<file path="src/rtl/core/png_ru_pkg.sv">
// Shared types, register indexes and the Paeth predictor for the PNG row unfilter.
// No dependencies; imported by every module under rtl/core.
package png_ru_pkg;

   typedef enum logic [2:0] {
      FILT_NONE  = 3'd0,
      FILT_SUB   = 3'd1,
      FILT_UP    = 3'd2,
      FILT_AVG   = 3'd3,
      FILT_PAETH = 3'd4
   } filter_type;

   localparam logic [1:0] CSR_ROW_BYTES    = 2'd0;
   localparam logic [1:0] CSR_PIXEL_STRIDE = 2'd1;
   localparam logic [1:0] CSR_IMAGE_ROWS   = 2'd2;

   localparam int ROW_BYTES_W = 14;
   localparam int STRIDE_W    = 4;
   localparam int ROWS_W      = 16;
   localparam int CSR_DATA_W  = 16;

   typedef struct packed {
      logic       valid;
      logic [7:0] data;
      filter_type filter;
      logic       first_row;
      logic       use_left;
      logic       row_end;
      logic       image_end;
   } stage_type;

   function automatic logic [7:0] paeth_predict(input logic [7:0] a, input logic [7:0] b,
                                                input logic [7:0] c);
      logic signed [10:0] sa, sb, sc, da, db, dc;
      logic [10:0]        pa, pb, pc;
      logic [7:0]         res;
      sa = signed'({3'b000, a});
      sb = signed'({3'b000, b});
      sc = signed'({3'b000, c});
      da = sb - sc;
      db = sa - sc;
      dc = sa + sb - (sc <<< 1);
      pa = (da < 0) ? 11'(-da) : 11'(da);
      pb = (db < 0) ? 11'(-db) : 11'(db);
      pc = (dc < 0) ? 11'(-dc) : 11'(dc);
      if (pa <= pb && pa <= pc) begin
         res = a;
      end else if (pb <= pc) begin
         res = b;
      end else begin
         res = c;
      end
      return res;
   endfunction

endpackage

</file>
<file path="src/rtl/core/png_ru_recon.sv">
// Byte reconstruction: left and upper-left pixel history, predictors, output register.
// Writes each reconstructed byte back to the row store. Uses png_ru_pkg.
module png_ru_recon
   import png_ru_pkg::*;
#(
   parameter int MAX_PIXEL_BYTES = 8
) (
   input  logic                clock,
   input  logic                reset,
   input  stage_type           stage,
   input  logic [7:0]          prior_byte,
   input  logic [STRIDE_W-1:0] stride,
   output logic                stage_take,
   output logic                mem_wr_en,
   output logic [7:0]          mem_wr_data,
   output logic                rsp_valid,
   input  logic                rsp_ready,
   output logic [7:0]          rsp_recon_byte,
   output logic                rsp_row_end,
   output logic                rsp_image_end
);

   localparam int LIW = (MAX_PIXEL_BYTES > 1) ? $clog2(MAX_PIXEL_BYTES) : 1;

   logic [7:0]          left_ff  [MAX_PIXEL_BYTES];
   logic [7:0]          upper_ff [MAX_PIXEL_BYTES];
   logic                rsp_valid_ff, rsp_valid_in;
   logic [7:0]          recon_ff;
   logic                row_end_ff, image_end_ff;
   logic [STRIDE_W-1:0] stride_m1;
   logic [LIW-1:0]      sel;
   logic [7:0]          a, b, c, pred, recon;
   logic [8:0]          sum_ab;

   always_comb begin
      stride_m1 = stride - STRIDE_W'(1);
      sel       = stride_m1[LIW-1:0];
      a         = stage.use_left ? left_ff[sel] : 8'd0;
      b         = stage.first_row ? 8'd0 : prior_byte;
      c         = (stage.use_left && !stage.first_row) ? upper_ff[sel] : 8'd0;
      sum_ab    = {1'b0, a} + {1'b0, b};
      case (stage.filter)
         FILT_SUB:   pred = a;
         FILT_UP:    pred = b;
         FILT_AVG:   pred = sum_ab[8:1];
         FILT_PAETH: pred = paeth_predict(a, b, c);
         default:    pred = 8'd0;
      endcase
      recon = stage.data + pred;
   end

   assign stage_take   = stage.valid && (!rsp_valid_ff || rsp_ready);
   assign rsp_valid_in = stage_take || (rsp_valid_ff && !rsp_ready);

   always_ff @(posedge clock) begin
      if (reset) begin
         rsp_valid_ff <= 1'b0;
      end else begin
         rsp_valid_ff <= rsp_valid_in;
      end
   end

   always_ff @(posedge clock) begin
      if (stage_take) begin
         recon_ff     <= recon;
         row_end_ff   <= stage.row_end;
         image_end_ff <= stage.image_end;
         left_ff[0]   <= recon;
         upper_ff[0]  <= b;
         for (int k = 1; k < MAX_PIXEL_BYTES; k++) begin
            left_ff[k]  <= left_ff[k-1];
            upper_ff[k] <= upper_ff[k-1];
         end
      end
   end

   assign mem_wr_en      = stage_take;
   assign mem_wr_data    = recon;
   assign rsp_valid      = rsp_valid_ff;
   assign rsp_recon_byte = recon_ff;
   assign rsp_row_end    = row_end_ff;
   assign rsp_image_end  = image_end_ff;

endmodule

</file>
<file path="config.mk">
export PLATFORM = sky130hd
export DESIGN_NAME = png_ru_recon
export DESIGN_NICKNAME = d
export VERILOG_FILES = /design/src/rtl/core/png_ru_pkg.sv /design/src/rtl/core/png_ru_recon.sv
export SDC_FILE = /design/constraint.sdc
export NUM_CORES = 1
export LEC_CHECK = 0
export BUFFER_PORTS_ARGS = -buffer_cell sky130_fd_sc_hd__buf_2
export CAP_MARGIN = 25
export CORE_UTILIZATION = 50
export DETAILED_ROUTE_END_ITERATION = 8
export GPL_TIMING_DRIVEN = 0
export PLACE_DENSITY = 0.78
export SYNTH_ARGS = -nofsm -noshare
export SYNTH_HDL_FRONTEND = slang
export SYNTH_SLANG_ARGS = --single-unit
</file>
<file path="constraint.sdc">
create_clock -name clock -period 37.1 [get_ports clock]
set_clock_uncertainty 0.05 [all_clocks]
set_input_delay 5.565 -clock clock [delete_from_list [all_inputs] [get_ports clock]]
set_output_delay 5.565 -clock clock [all_outputs]
set_load 0.02 [all_outputs]
</file>
==> out/qor.yml, run 1 <==
pre_cts_ws_ps: 14160
ys_types: 71
cp-start-kind: "primary input"
wl_met2_mm: 10.3
wirelength_mm: 20.6
final-setup-viol-count: 0
synthCells: 721
p_sw_uw: 229
cts_tree: "yes"
final_nets: 912
crit_path_max_incr_delay_ps: 890
die_area_sq_um: 17800
fp.dieW_um: 133
yosysTopAreaCell: "edfxtp_1"
cts_setup_buffers: 0
worstMarginPinSlew_ps: 1100
p_leak_uw: 0.00403
grt_pass1_vias: 6153
start_util: 0.516
drive_gt1_frac: 0.170
wl_met1_mm: 8.46
slowest_stage: "a21boi_0"
cp_max_fo: 10
grt_pass1_wl_mm: 32.6
synthFlopType: "edfxtp_1"
post_cts_resized: 0
grt_max_degree: 32
wl_per_cell_um: 20.0
via_per_inst: 5.94
worstSetupPathType: "in -> out"
syn_area_sq_um: 8620
cts_buffers: 17
top_layer: "met4"
synthTopCellsByArea: "edfxtp_1, ha_1, mux4_2"
endpoint_kind: "output pin"
cts_root_buffer: "clkbuf_16"
drv_slew: 0
switching_share: 0.356
globalRouteTotalUtil: 0.242
maxCapViolCount: 0
cts_max_path_buffers: 2
power_frac_seq: 0.286
vdd_drop_max_uv: 61.3
detail_route.first_pass.iterations: 5
synth.most_common_cell: "edfxtp_1"
avgSynthCellArea_sq_um: 12.0
setup_ws_ps: 13960
combinationalPowerShare: 0.437
slew_headroom: 0.263
hold_class: "reg -> reg"
p_int_uw: 415
clk_latency_ps: 410
synth_edf_count: 130
ys_ff_latch: 131
outcome: "finished, final reports clean"
arrival_ps: 17530
cts.sinks: 131
die_h_um: 133
synthToLayoutAreaGrowth_pct: 14.8
met3_wirelength_mm: 1.35
fin_tns_setup_ps: 0
powerDensity_nw_per_um2: 65.1
path_clk_slew_ps: 50
ys_async_sr_fraction: 0
synth_common_cells: "edfxtp_1, ha_1, nand2_1"
hpwl_mm: 15.0
rsz0062_at_grt: "false"
fin_crit_sh: 0.624
ctsHoldBuffers: 0
htree_levels: 4
hold_viol: 0
pin_count: 52
yosysTopAreaCellShare: 0.453
ant_nets: 0
overflow: 0
yosysWarnings: 0
ys_seq_area_frac: 0.455
p_clk_frac: 0.278
max_freq_ghz: 0.0432
antenna_found_initial: 0
min_period_ps: 23140
core_area_sq_um: 16700
port_buffers: 47
vias: 6132
place_congestion: 0.988
drcViolationCount: 0
diodes: 0
rows: 47
critPathRequiredTime_ps: 31480
drt_iter0_markers: 619
stage by stage:
| stage | cell area (sq um) | hold slack [ps] | std cells | utilization | power [uW] |
|---|---|---|---|---|---|
| 6_report | 9900 | 391 | 1032 | 0.593 | 645 |
| 5_1_grt | 9900 | 402 | 1032 | 0.593 | 681 |
| 4_1_cts | 9900 | 391 | 1032 | 0.593 | 643 |
| 3_5_place_dp | 9260 | 381 | 1000 | 0.555 | 462 |
| 3_3_place_gp | 9160 | 372 | 996 | 0.549 | 458 |
| 2_1_floorplan | 8650 | 371 | 729 | - | 402 |
placed cells by master, fill, tap and decap left out, types with 7 or more instances in the layout:
cell / count
nand2_1: 70
mux2i_1: 13
fa_1: 11
xor2_1: 22
mux4_2: 32
a21o_1: 10
buf_2: 47
o21bai_1: 7
nand2b_1: 15
clkbuf_1: 12
conb_1: 10
nor2_1: 41
a21oi_1: 40
inv_1: 60
o21ai_0: 22
xnor2_1: 23
nor2b_1: 9
nand3_1: 8
ha_1: 71
o21a_1: 13
clkbuf_16: 17
edfxtp_1: 130
flip-flops by register name, indices dropped and copies added, names as in the netlist:
name	flops
rsp_image_end	1
rsp_valid	1
left_ff	64
upper_ff	64
rsp_row_end	1
power groups by stage:
stage | clock (uW) | combinational (uW) | sequential (uW)
2_1_floorplan | 0 | 213 | 189
3_3_place_gp | 0 | 269 | 189
3_5_place_dp | 0 | 276 | 186
4_1_cts | 180 | 279 | 184
5_1_grt | 185 | 310 | 185
6_report | 179 | 281 | 184
area by class of cell:
type                    instances  area (sq um)
fillers                      1297          6800
multi-input cells             522          4440
flip-flops and latches        131          3920
clock buffers                  23           488
repair buffers                 51           323
well taps                     220           275
inverters                      60           225
clock inverters                 9           150
plain buffers                  16          71.3
cells by family (layout without fill, tap and decap cells):
logic type	after synthesis	after routing	share of synthesized area
simple gates	181	181	0.100
compound gates	154	154	0.127
xor+xnor	47	47	0.0515
buf+inv	76	159	0.0344
other cells	2	10	0.000871
flops	131	131	0.455
fa+ha+maj	82	82	0.129
mux	48	48	0.103
routing by layer:
metal	up-vias	global-route usage
met5	-	0
met4	0	0.0865
met3	38	0.0392
met2	287	0.418
met1	2957	0.308
li1	2850	-
path summary, 6_finish.rpt:
kind              cells past startpoint        endpoint     startpoint  slack (ps)
hold reg to reg                       0   left_ff[7][1]  left_ff[6][1]         390
hold / removal                        0   left_ff[7][1]  left_ff[6][1]         390
setup reg to reg                     32   left_ff[0][7]  left_ff[0][2]       28270
setup / recovery                     40  mem_wr_data[7]      stride[0]       13960
worst max-delay path: cells and delay by family:
kind                       cells  cell delay (ps)
buffers and inverters          7             3360
adders and majority gates      5             1970
and+or+nand+nor                5             1100
muxes                          2              620
AOI/OAI and AO/OA             20             4780
xor gates and xnor gates       1              130
Power figures use the tool's default switching activity.
==> run 2: changes to the inputs <==
PLACE_DENSITY = 0.8   (was 0.78)
clock period = 19.51 ns   (was 37.1 ns; I/O delays follow)
==> out/qor.yml, run 2 (synthesis results as in run 1) <==
ant_nets: 0
core_area_sq_um: 16700
rsz0062_at_grt: "false"
path_clk_slew_ps: 60
vias: 6134
cts_setup_buffers: 0
overflow: 0
placed_cell_area_sq_um: 9250
endpoint_kind: "output pin"
place_congestion: 0.890
ctsHoldBuffers: 0
drive_gt1_frac: 0.172
antenna_found_initial: 0
arrival_ps: 14870
final-setup-viol-count: 0
min_period_ps: 17850
globalRouteTotalUtil: 0.251
wirelength_mm: 21.3
htree_levels: 4
worstMarginPinSlew_ps: 1010
start_util: 0.516
grt_pass1_wl_mm: 33.5
maxCapViolCount: 0
hold_class: "reg -> reg"
detail_route.first_pass.iterations: 5
drv_slew: 0
drt_iter0_markers: 619
critPathRequiredTime_ps: 16530
p_total_uw: 1230
grt_pass1_vias: 6129
cts_root_buffer: "clkbuf_16"
port_buffers: 47
cp_max_fo: 10
p_leak_uw: 0.00401
synthToLayoutAreaGrowth_pct: 14.7
vdd_drop_max_uv: 116
cp-start-kind: "primary input"
cts.sinks: 131
die_area_sq_um: 17800
slew_headroom: 0.320
design_area_sq_um: 9890
reg_top3: "left_ff: 64 flops, upper_ff: 64 flops"
clk_latency_ps: 420
fp.dieW_um: 133
most-common-layout-cells: "edfxtp_1, ha_1, nand2_1"
max_freq_ghz: 0.0560
cts_buffers: 17
slowest_stage: "a21boi_0"
post_cts_resized: 0
wl_per_cell_um: 20.6
rows: 47
via_per_inst: 5.94
layout_commonest_cell: "edfxtp_1"
pin_count: 52
fin_crit_sh: 0.915
cts_max_path_buffers: 2
cts_tree: "yes"
hpwl_mm: 15.8
worstSetupPathType: "in -> out"
outcome: "finished, final reports clean"
powerDensity_nw_per_um2: 124
grt_max_degree: 33
crit_path_max_incr_delay_ps: 820
final_nets: 912
die_h_um: 133
hold_viol: 0
drcViolationCount: 0
[run 2: cell count changes in the layout (fill, tap and decap cells not counted), sizes merged]
cell | before | now
clkbuf | 33 | 27
clkinv | 3 | 6
clkinvlp | 2 | 5
diode | 0 | 1
[run 2: power by group]
group	total, uW	internal, uW	switching, uW	leakage [uW]
logic	536	224	312	0.00245
clock network	338	215	124	0.000291
registers	352	338	13.8	0.00127
[run 2: worst max-delay path, delay by kind of cell]
| family | cells | cell delay (ps) |
|---|---|---|
| compound gates | 20 | 4580 |
| buf+inv | 7 | 3450 |
| fa+ha+maj | 5 | 2030 |
| simple gates | 4 | 980 |
| mux | 3 | 740 |
| xor+xnor | 1 | 130 |
[run 2: per-layer routing]
| metal | track usage | vias to the layer above | part of all wire | wire, um |
|---|---|---|---|---|
| met4 | 0.109 | 0 | 0.033 | 696 |
| met5 | 0 | - | 0 | 0 |
| met1 | 0.318 | 2970 | 0.41 | 8720 |
| met2 | 0.430 | 257 | 0.50 | 10700 |
| met3 | 0.0369 | 55 | 0.056 | 1200 |
| li1 | - | 2852 | - | - |
[run 2: worst paths after layout]
check | startpoint | end | slack, ps | cells after the start
worst min-delay path | upper_ff[2][2] | upper_ff[3][2] | 390 | 0
worst max register to register | left_ff[5][2] | left_ff[0][7] | 10830 | 32
worst max-delay path | stride[0] | mem_wr_data[7] | 1660 | 40
worst min register to register | upper_ff[2][2] | upper_ff[3][2] | 390 | 0
[run 2: layout make-up]
cell class | count | area, sq um
multi-input cells | 522 | 4440
flip-flops and latches | 131 | 3920
repair buffers | 51 | 315
clock inverters | 15 | 210
well taps | 220 | 275
plain buffers | 16 | 71.3
clock buffers | 17 | 425
diodes | 1 | 2.50
fillers | 1325 | 6810
inverters | 60 | 225
[run 2: stage by stage]
| step | worst slack, ps | TNS, ps | hold WS (ps) | util | instances |
|---|---|---|---|---|---|
| after floorplan | 2570 | 0 | 371 | - | 729 |
| after global placement | -723 | -1150 | 372 | 0.549 | 996 |
| after detailed placement | 1690 | 0 | 382 | 0.554 | 1000 |
| after CTS | 1660 | 0 | 394 | 0.592 | 1032 |
| after global routing | 734 | 0 | 395 | 0.592 | 1032 |
| final | 1660 | 0 | 394 | 0.592 | 1033 |
