[src/rtl/core/png_ru_pkg.sv]
// Shared types, register indexes and the Paeth predictor for the PNG row unfilter.
// No dependencies; imported by every module under rtl/core.
package png_ru_pkg;

   typedef enum logic [2:0] {
      FILT_NONE  = 3'd0,
      FILT_SUB   = 3'd1,
      FILT_UP    = 3'd2,
      FILT_AVG   = 3'd3,
      FILT_PAETH = 3'd4
   } filter_type;

   localparam logic [1:0] CSR_ROW_BYTES    = 2'd0;
   localparam logic [1:0] CSR_PIXEL_STRIDE = 2'd1;
   localparam logic [1:0] CSR_IMAGE_ROWS   = 2'd2;

   localparam int ROW_BYTES_W = 14;
   localparam int STRIDE_W    = 4;
   localparam int ROWS_W      = 16;
   localparam int CSR_DATA_W  = 16;

   typedef struct packed {
      logic       valid;
      logic [7:0] data;
      filter_type filter;
      logic       first_row;
      logic       use_left;
      logic       row_end;
      logic       image_end;
   } stage_type;

   function automatic logic [7:0] paeth_predict(input logic [7:0] a, input logic [7:0] b,
                                                input logic [7:0] c);
      logic signed [10:0] sa, sb, sc, da, db, dc;
      logic [10:0]        pa, pb, pc;
      logic [7:0]         res;
      sa = signed'({3'b000, a});
      sb = signed'({3'b000, b});
      sc = signed'({3'b000, c});
      da = sb - sc;
      db = sa - sc;
      dc = sa + sb - (sc <<< 1);
      pa = (da < 0) ? 11'(-da) : 11'(da);
      pb = (db < 0) ? 11'(-db) : 11'(db);
      pc = (dc < 0) ? 11'(-dc) : 11'(dc);
      if (pa <= pb && pa <= pc) begin
         res = a;
      end else if (pb <= pc) begin
         res = b;
      end else begin
         res = c;
      end
      return res;
   endfunction

endpackage

[src/rtl/core/png_ru_seq.sv]
// Row and image sequencing: filter capture, byte position, row count, prior-row read.
// Loads the reconstruction stage register. Uses png_ru_pkg.
module png_ru_seq
   import png_ru_pkg::*;
#(
   parameter int MAX_ROW_BYTES = 8192,
   parameter int AW            = 13
) (
   input  logic                   clock,
   input  logic                   reset,
   input  logic                   req_valid,
   output logic                   req_ready,
   input  logic [7:0]             req_stream_byte,
   input  logic [ROW_BYTES_W-1:0] row_bytes,
   input  logic [STRIDE_W-1:0]    stride,
   input  logic [ROWS_W-1:0]      image_rows,
   input  logic                   stage_take,
   output stage_type              stage,
   output logic [AW-1:0]          stage_addr,
   output logic                   mem_rd_en,
   output logic [AW-1:0]          mem_rd_addr
);

   localparam int PW = $clog2(MAX_ROW_BYTES + 1);
   localparam int LW = (PW > ROW_BYTES_W) ? PW : ROW_BYTES_W;

   logic [PW-1:0]     pos_ff, pos_in;
   filter_type        filter_ff, filter_in;
   logic [ROWS_W-1:0] rows_done_ff, rows_done_in;
   logic              first_row_ff, first_row_in;
   stage_type         stage_ff, stage_in;
   logic [AW-1:0]     addr_ff, addr_in;

   logic              accept, take_data, row_end, image_end;
   logic [LW-1:0]     len, pos_x, idx;
   logic [ROWS_W:0]   rows_lim, rows_next;

   always_comb begin
      if (row_bytes == '0) begin
         len = LW'(1);
      end else if (LW'(row_bytes) > LW'(MAX_ROW_BYTES)) begin
         len = LW'(MAX_ROW_BYTES);
      end else begin
         len = LW'(row_bytes);
      end
      rows_lim  = (image_rows == '0) ? (ROWS_W+1)'(1) : {1'b0, image_rows};
      rows_next = {1'b0, rows_done_ff} + (ROWS_W+1)'(1);
      pos_x     = LW'(pos_ff);
      idx       = pos_x - LW'(1);
      if (idx >= len) begin
         idx = len - LW'(1);
      end
      row_end   = pos_x >= len;
      image_end = row_end && (rows_next >= rows_lim);
   end

   assign req_ready = !stage_ff.valid || stage_take;
   assign accept    = req_valid && req_ready;
   assign take_data = accept && (pos_ff != '0);

   always_comb begin
      pos_in       = pos_ff;
      filter_in    = filter_ff;
      rows_done_in = rows_done_ff;
      first_row_in = first_row_ff;
      addr_in      = addr_ff;
      stage_in     = stage_ff;
      if (stage_take) begin
         stage_in.valid = 1'b0;
      end
      if (accept && pos_ff == '0) begin
         filter_in = (req_stream_byte <= 8'(FILT_PAETH)) ? filter_type'(req_stream_byte[2:0])
                                                         : FILT_NONE;
         pos_in    = PW'(1);
      end
      if (take_data) begin
         addr_in            = idx[AW-1:0];
         stage_in.valid     = 1'b1;
         stage_in.data      = req_stream_byte;
         stage_in.filter    = filter_ff;
         stage_in.first_row = first_row_ff;
         stage_in.use_left  = idx >= LW'(stride);
         stage_in.row_end   = row_end;
         stage_in.image_end = image_end;
         if (row_end) begin
            pos_in = '0;
            if (image_end) begin
               rows_done_in = '0;
               first_row_in = 1'b1;
            end else begin
               rows_done_in = rows_next[ROWS_W-1:0];
               first_row_in = 1'b0;
            end
         end else begin
            pos_in = pos_ff + PW'(1);
         end
      end
   end

   always_ff @(posedge clock) begin
      if (reset) begin
         pos_ff       <= '0;
         filter_ff    <= FILT_NONE;
         rows_done_ff <= '0;
         first_row_ff <= 1'b1;
         stage_ff     <= '0;
      end else begin
         pos_ff       <= pos_in;
         filter_ff    <= filter_in;
         rows_done_ff <= rows_done_in;
         first_row_ff <= first_row_in;
         stage_ff     <= stage_in;
      end
   end

   always_ff @(posedge clock) begin
      addr_ff <= addr_in;
   end

   assign stage       = stage_ff;
   assign stage_addr  = addr_ff;
   assign mem_rd_en   = take_data;
   assign mem_rd_addr = idx[AW-1:0];

   property p_load_needs_room;
      @(posedge clock) disable iff (reset)
         take_data |-> (!stage_ff.valid || stage_take);
   endproperty
   a_load_needs_room: assert property (p_load_needs_room)
      else $error("stage register overwritten while held");

   property p_image_end_restarts;
      @(posedge clock) disable iff (reset)
         (take_data && image_end) |=> (first_row_ff && rows_done_ff == '0 && pos_ff == '0);
   endproperty
   a_image_end_restarts: assert property (p_image_end_restarts)
      else $error("image end did not restart row history");

endmodule

[config.mk]
export PLATFORM = sky130hd
export DESIGN_NAME = png_ru_seq
export DESIGN_NICKNAME = d
export VERILOG_FILES = /design/src/rtl/core/png_ru_pkg.sv /design/src/rtl/core/png_ru_seq.sv
export SDC_FILE = /design/constraint.sdc
export NUM_CORES = 1
export LEC_CHECK = 0
export BUFFER_PORTS_ARGS = -buffer_cell sky130_fd_sc_hd__buf_2
export CAP_MARGIN = 30
export CORE_MARGIN = 5
export CORE_UTILIZATION = 40
export CTS_CLUSTER_SIZE = 10
export DETAILED_ROUTE_END_ITERATION = 16
export HOLD_SLACK_MARGIN = 0.05
export PLACE_DENSITY = 0.73
export SYNTH_ARGS = -nofsm -noshare
export SYNTH_HDL_FRONTEND = slang
export SYNTH_SLANG_ARGS = --single-unit
[constraint.sdc]
create_clock -name clock -period 5.5 [get_ports clock]
set_clock_uncertainty 0.2 [all_clocks]
set_input_delay 0.825 -clock clock [delete_from_list [all_inputs] [get_ports clock]]
set_output_delay 0.825 -clock clock [all_outputs]
set_load 0.005 [all_outputs]
==> results of run 1 <==
==> area by class of cell <==
cell class	instances	share of cell area (%)
multi-input combinational	463	55.5
sequential	63	24.7
clock buffer	14	5.07
antenna	1	0.0445
clock inverter	2	0.200
inverter	39	2.60
timing repair buffer	94	8.59
tap	147	3.27
==> worst paths after layout <==
path / from / endpoint / slack [ns] / cells past startpoint
max: pos_ff[6] / mem_rd_addr[2] / 0.75 / 13
min reg2reg: first_row_ff / stage[3] / 0.25 / 2
max reg2reg: pos_ff[6] / stage[2] / 0.88 / 20
min: first_row_ff / stage[3] / 0.25 / 2
==> state kept, by name, summed over array words and instances (netlist names) <==
signal and count:
filter_ff 3, rows_done_ff 16, first_row_ff 1, pos_ff 14
stage_addr 13, stage 16
==> layer usage <==
metal / track usage (%) / up-vias / routed length (um)
met5: 0 / - / 0
met2: 30.9 / 141 / 6010
met3: 3.86 / 19 / 792
met4: 5.51 / 0 / 167
li1: - / 2306 / -
met1: 23.7 / 2228 / 5900
==> cells by family after synthesis <==
group                    after synthesis  synth area share (%)
flip-flops                            63                  29.0
multiplexers                          11                  2.43
buffers and inverters                 71                  6.26
adder cells (fa/ha/maj)               53                  13.8
AO/OA/AOI/OAI                        144                  18.9
AND/OR/NAND/NOR                      224                  23.9
XOR/XNOR                              31                  5.66
==> power groups by stage <==
stage               sequential [uW]  clock [uW]  combinational (uW)
finish                          500         567                 279
global route                    501         598                 314
CTS                             500         578                 280
detailed placement              510           0                 278
global placement                509           0                 269
floorplan                       507           0                 177
==> cell usage after synthesis, types with 2 or more instances <==
master,instances
a211o_1,2
a211oi_1,5
a21o_1,12
a21oi_1,48
a22o_1,4
a31oi_1,18
a41o_1,2
and2_1,5
and3_1,11
and4_1,2
buf_2,12
buf_4,3
clkbuf_1,16
dfxtp_1,50
edfxtp_1,13
ha_1,53
inv_1,38
mux2_2,5
mux2i_1,6
nand2_1,80
nand2b_1,7
nand3_1,21
nand4_1,11
nor2_1,31
nor2b_1,3
nor3_1,9
nor3b_1,2
nor4_1,8
nor4_2,2
nor4b_1,2
o21ai_0,28
o311a_1,3
o31a_1,2
o31ai_1,5
or2_2,2
or3_1,18
or4_1,4
xnor2_1,14
xor2_1,17
==> per-stage QoR <==
step	util, %	total power, uW	cell area [um^2]
3_3_place_gp	44.9	778	5320
6_report	47.4	1340	5620
5_1_grt	47.4	1410	5620
2_1_floorplan	-	684	4800
4_1_cts	47.4	1360	5620
3_5_place_dp	44.9	788	5320
==> worst register-to-register path, stage by stage, from the launching register on <==
cell,delay [ns]
dfxtp_1,0.40
nor4_1,0.54
nand2_1,0.14
nor4_1,0.29
xnor2_1,0.23
inv_1,0.08
ha_1,0.31
nand4_1,0.11
nor2_1,0.08
a221o_1,0.31
a31oi_2,0.16
buf_4,0.21
nand2_1,0.07
o21ai_0,0.13
ha_1,0.27
nand2b_1,0.14
a21o_1,0.17
a21o_1,0.16
a21oi_1,0.14
o2111ai_1,0.11
o31a_1,0.25
==> out/qor.yml, run 1 <==
run_status:
  status: "finished, final reports clean"
placement:
  gp_congestion: 0.920
  dp_cells: 806
  dpl_worst_slack_ns: 0.772
  place_hpwl_um: 9930
  io_buffer_count: 89
pwr:
  p_seq_share_pct: 37.1
  p_leak_uw: 0.00253
  clkPwrFrac_pct: 42.1
  ir_drop_v: 0.000123
  p_sw_share_pct: 28.2
  power.density_nw_per_um2: 239
  p_switching_uw: 380
  power_frac_comb_pct: 20.7
  intPower_uw: 965
layout:
  final_common_cell: "buf_2"
  regArea_um2: 1390
  fillCellCount: 1142
  fin_nets: 769
  multi_input_area_um2: 3120
  syn_to_final_growth_pct: 17.2
  layout_common_cells: "buf_2 (89), nand2_1 (80), ha_1 (53), dfxtp_1 (50), a21oi_1 (48)"
  layout.cells.non_filler: 823
  drive_gt1_share_pct: 18.2
hold_path:
  hold_path.class: "flop to flop"
worst_setup_path:
  end_kind: "output port"
  critical_path_arrival_ns: 3.73
  worst_path_max_delay_cell: "nor4_1"
  cp_max_fo: 11
  crit_type: "flop to output port"
  cp.required_ns: 4.47
  path_buf_inv: 3
  cpMostUsedCell: "nor4_1"
  start_kind: "flop"
  cp_top_family: "simple AND/OR/NAND/NOR gates"
  cpPeakStageDelay_ns: 0.54
  crit_chain: "nor4_1 -> nand2_1 -> nor4_1 -> xnor2_1 -> inv_1 -> ha_1 -> nand4_1 -> nor2_1 -> a221o_1 -> a31oi_2 -> buf_4 -> mux2_2 -> buf_2"
yosys:
  yosysSeqAreaShare_pct: 29.0
  synth_nets: 696
  yosys.area.top_type: "dfxtp_1"
  async_flop_share_pct: 0
  synth_area_leaders: "dfxtp_1 (21%), ha_1 (14%), edfxtp_1 (8.1%), nand2_1 (6.3%), a21oi_1 (5.0%)"
  synth_edf_count: 13
  netlist.area_leader.share_pct: 20.9
  ys_types: 62
  ys_warn_count: 0
  synthFlopType: "dfxtp_1"
  syn_area_per_cell_um2: 8.03
  netlist_area_um2: 4800
  syn-instance-count: 597
  ys_ff_latch: 63
global_routing:
  overflow: 0
  grt_start_max_net_pins: 44
  grt_pass1_wl_um: 22000
  grt_usage_pct: 18.3
  antenna_found_initial: 0
  grt_pass1_vias: 4665
clock_network:
  clock_sinks: 63
  cts.hold.buffers_added: 0
  cts_made_buffers: 9
  worstSkewPairLatency_ns: 0.33
  cts.clk_slew.worst_paths_ns: 0.05
  ctsResizeCount: 0
  h-tree-depth: 3
  cts_tree: "done"
  post_cts_buffers: 0
  cts_root_buf: "clkbuf_16"
  cts_max_path_buffers: 2
routing:
  via_count: 4694
  route.detailed.drc: 0
  wl_per_cell_um: 15.6
  drtIter0Drc: 393
  vias_per_cell: 5.70
  totalWireLength_um: 12900
  ant_nets: 0
  first_pass_iters: 5
sta:
  worst_pin_slew_ns: 0.852
  worst_slack_ns: 0.750
  fin_crit_ns: 4.75
  rsz0062_at_grt: "false"
  final.setup.tns_ns: 0
  finalSetupViolations: 0
  final_hold_viol_count: 0
  maxSlewViolCount: 0
  hold_ws_ns: 0.251
  layout_worst_path_cycle_share_pct: 86.4
  maxSlewHeadroom_pct: 43.2
  fmax_mhz: 211
floorplanning:
  core_region_area_um2: 11900
  dieArea_um2: 14300
  start_util_pct: 40.4
  dieWidth_um: 119
  die_h_um: 119
  ioPinCount: 90
  rows: 40
job:
  max_cap_viol_count: 0
No activity file was read; power rests on OpenSTA's default activity.
==> run 2: changes to the inputs <==
Settings changed: PLACE_DENSITY 0.73 to 0.75.
Clock period 5.5 ns to 3.96 ns, I/O delays scaled along.
==> out/qor.yml, run 2 (synthesized netlist as in run 1, its figures left out) <==
clock_network:
  cts.clk_slew.worst_paths_ns: 0.05  # about the same
  h-tree-depth: 3  # unchanged
  cts_root_buf: "clkbuf_16"  # unchanged
  cts_max_path_buffers: 2  # unchanged
  cts_tree: "done"  # unchanged
  cts.hold.buffers_added: 0  # unchanged
  worstSkewPairLatency_ns: 0.34  # was 0.33 ns
  clock_sinks: 63  # unchanged
  cts_made_buffers: 9  # unchanged
hold_path:
  hold_path.class: "flop to flop"  # unchanged
  hold_depth: 2  # unchanged
  worstHoldStart: "filter_ff[2]"  # was first_row_ff
  holdPathEnd: "filter_ff[2]"  # was stage[3]
layout:
  syn_to_final_growth_pct: 35.7  # was 17.2%
  fin_nets: 855  # was 769
  layout_common_cells: "buf_2 (87), buf_4 (84), nand2_1 (79), ha_1 (49), a21oi_1 (46)"  # was buf_2 (89), nand2_1 (80), ha_1 (53), dfxtp_1 (50), a21oi_1 (48)
  antenna_cells: 0  # was 1
  fillCellCount: 1065  # was 1142
  final_common_cell: "buf_2"  # unchanged
  drive_gt1_share_pct: 31.1  # was 18.2%
  final_util_pct: 54.9  # was 47.4%
  layout.cells.non_filler: 907  # was 823
worst_setup_path:
  end_kind: "flop"  # was output port
  cp_max_fo: 4  # was 11
  reg2reg_depth: 19  # was 20
  timing.rr.end: "stage[2]"  # unchanged
  critical_path_arrival_ns: 4.35  # was 3.73 ns
  r2r-start: "pos_ff[2]"  # was pos_ff[6]
  cp.required_ns: 3.99  # was 4.47 ns
  crit_type: "flop to flop"  # was flop to output port
  start_kind: "flop"  # unchanged
  startpoint: "pos_ff[2]"  # was pos_ff[6]
  regToRegSetupSlack_ns: -0.36  # was 0.88 ns
sta:
  hold_ws_ns: 0.247  # was 0.251 ns
  maxSlewHeadroom_pct: 53.1  # was 43.2%
  maxSlewViolCount: 0  # unchanged
  fin_crit_ns: 4.32
  worst_slack_ns: -0.364  # was 0.750 ns
  rsz0062_at_grt: "true"  # was false
  final.setup.tns_ns: -2.73  # was 0 ns
  fmax_mhz: 231
  finalSetupViolations: 14  # was 0
  layout_worst_path_cycle_share_pct: 109
  worst_pin_slew_ns: 0.694  # was 0.852 ns
  final_hold_viol_count: 0  # unchanged
global_routing:
  grt_pass1_vias: 4788  # was 4665
  grt_util_met2_pct: 32.2  # was 30.9%
  grt_usage_pct: 18.8  # was 18.3%
  grt_start_max_net_pins: 44  # unchanged
  top_usage_layer: "met2"  # unchanged
  grt_pass1_wl_um: 22400  # was 22000 um
  grtUsageMet1_pct: 22.5  # was 23.7%
  antenna_found_initial: 0  # unchanged
  overflow: 0  # unchanged
  grtUsageMet3_pct: 3.96  # was 3.86%
placement:
  place_hpwl_um: 10200  # was 9930 um
  gp_congestion: 0.927  # was 0.920
  dp_cells: 882  # was 806
  io_buffer_count: 89  # unchanged
routing:
  first_pass_iters: 5  # unchanged
  vias_per_cell: 5.52  # was 5.70
  ant_nets: 0  # unchanged
  drtIter0Drc: 319  # was 393
  wl_per_cell_um: 15.1  # was 15.6 um
  route.detailed.drc: 0  # unchanged
  via_count: 5007  # was 4694
  totalWireLength_um: 13700  # was 12900 um
job:
  max_cap_viol_count: 0  # unchanged
pwr:
  finalPower_uw: 2000  # was 1340 uW
  p_leak_uw: 0.00302  # was 0.00253 uW
  ir_drop_v: 0.000145  # was 0.000123 V
  power.density_nw_per_um2: 307  # was 239 nW/um^2
floorplanning:
  die_h_um: 119  # unchanged
  dieWidth_um: 119  # unchanged
  dieArea_um2: 14300  # unchanged
  core_region_area_um2: 11900  # unchanged
  start_util_pct: 40.4  # unchanged
  rows: 40  # unchanged
  ioPinCount: 90  # unchanged
run_status:
  violations: "setup timing"
  status: "finished, violations left"  # was finished, final reports clean
[run 2: worst max path at each step]
stage | slack, ns | cells after the start | to
finish | -0.36 | 19 | stage[2]
global placement | -0.21 | 18 | stage[2]
CTS | -0.16 | 16 | mem_rd_addr[1]
floorplan | -0.31 | 20 | stage[2]
global route | -0.49 | 19 | stage[2]
detailed placement | -0.28 | 18 | stage[2]
[run 2: through the flow]
step | cell area (um^2) | setup WS [ns]
6_report | 6510 | -0.364
3_5_place_dp | 5950 | -0.285
5_1_grt | 6510 | -0.495
2_1_floorplan | 4850 | -0.311
4_1_cts | 6410 | -0.161
3_3_place_gp | 5950 | -0.209
[run 2: layout make-up]
class	count	area, um^2	share of cell area, %
tap	147	184	2.83
inverter	39	146	2.25
timing repair buffer	180	1190	18.3
clock buffer	12	268	4.11
clock inverter	3	16.3	0.250
sequential	63	1400	21.5
multi-input combinational	463	3300	50.7
[run 2: what timing repair did]
action / 4_1_cts / 5_1_grt
pin swaps: 17 / 10
setup buffers: 7 / 4
endpoints found under the setup margin: 14 / 14
gates cloned: 0 / 0
gates resized for setup: 21 / 14
[run 2: report_power, final]
part           total (uW)  internal (uW)  switching [uW]  leakage [uW]
combinational         549            274             275       0.00235
clock                 759            473             286      0.000144
sequential            691            682            8.22      0.000524
[run 2: metal layers]
metal	vias to the layer above	routed length [um]	share of wire, %
met5	-	0	0
met4	0	352	2.6
met3	27	715	5.2
met2	164	6700	49
met1	2333	5970	43
li1	2483	-	-
[run 2: critical path, stage by stage (launching register included)]
cell and delay, ns:
dfxtp_2 0.33, nor4_4 0.32, nand2_2 0.12, nor4_4 0.36
xnor2_2 0.17, inv_2 0.07, ha_4 0.25, nand4_1 0.11
o21bai_1 0.10, a221o_1 0.33, a31oi_4 0.21, buf_6 0.15
buf_12 0.09, mux2i_4 0.22, ha_1 0.26, a21o_1 0.17
a21o_1 0.18, a21oi_2 0.15, o2111ai_2 0.15, o31a_1 0.26
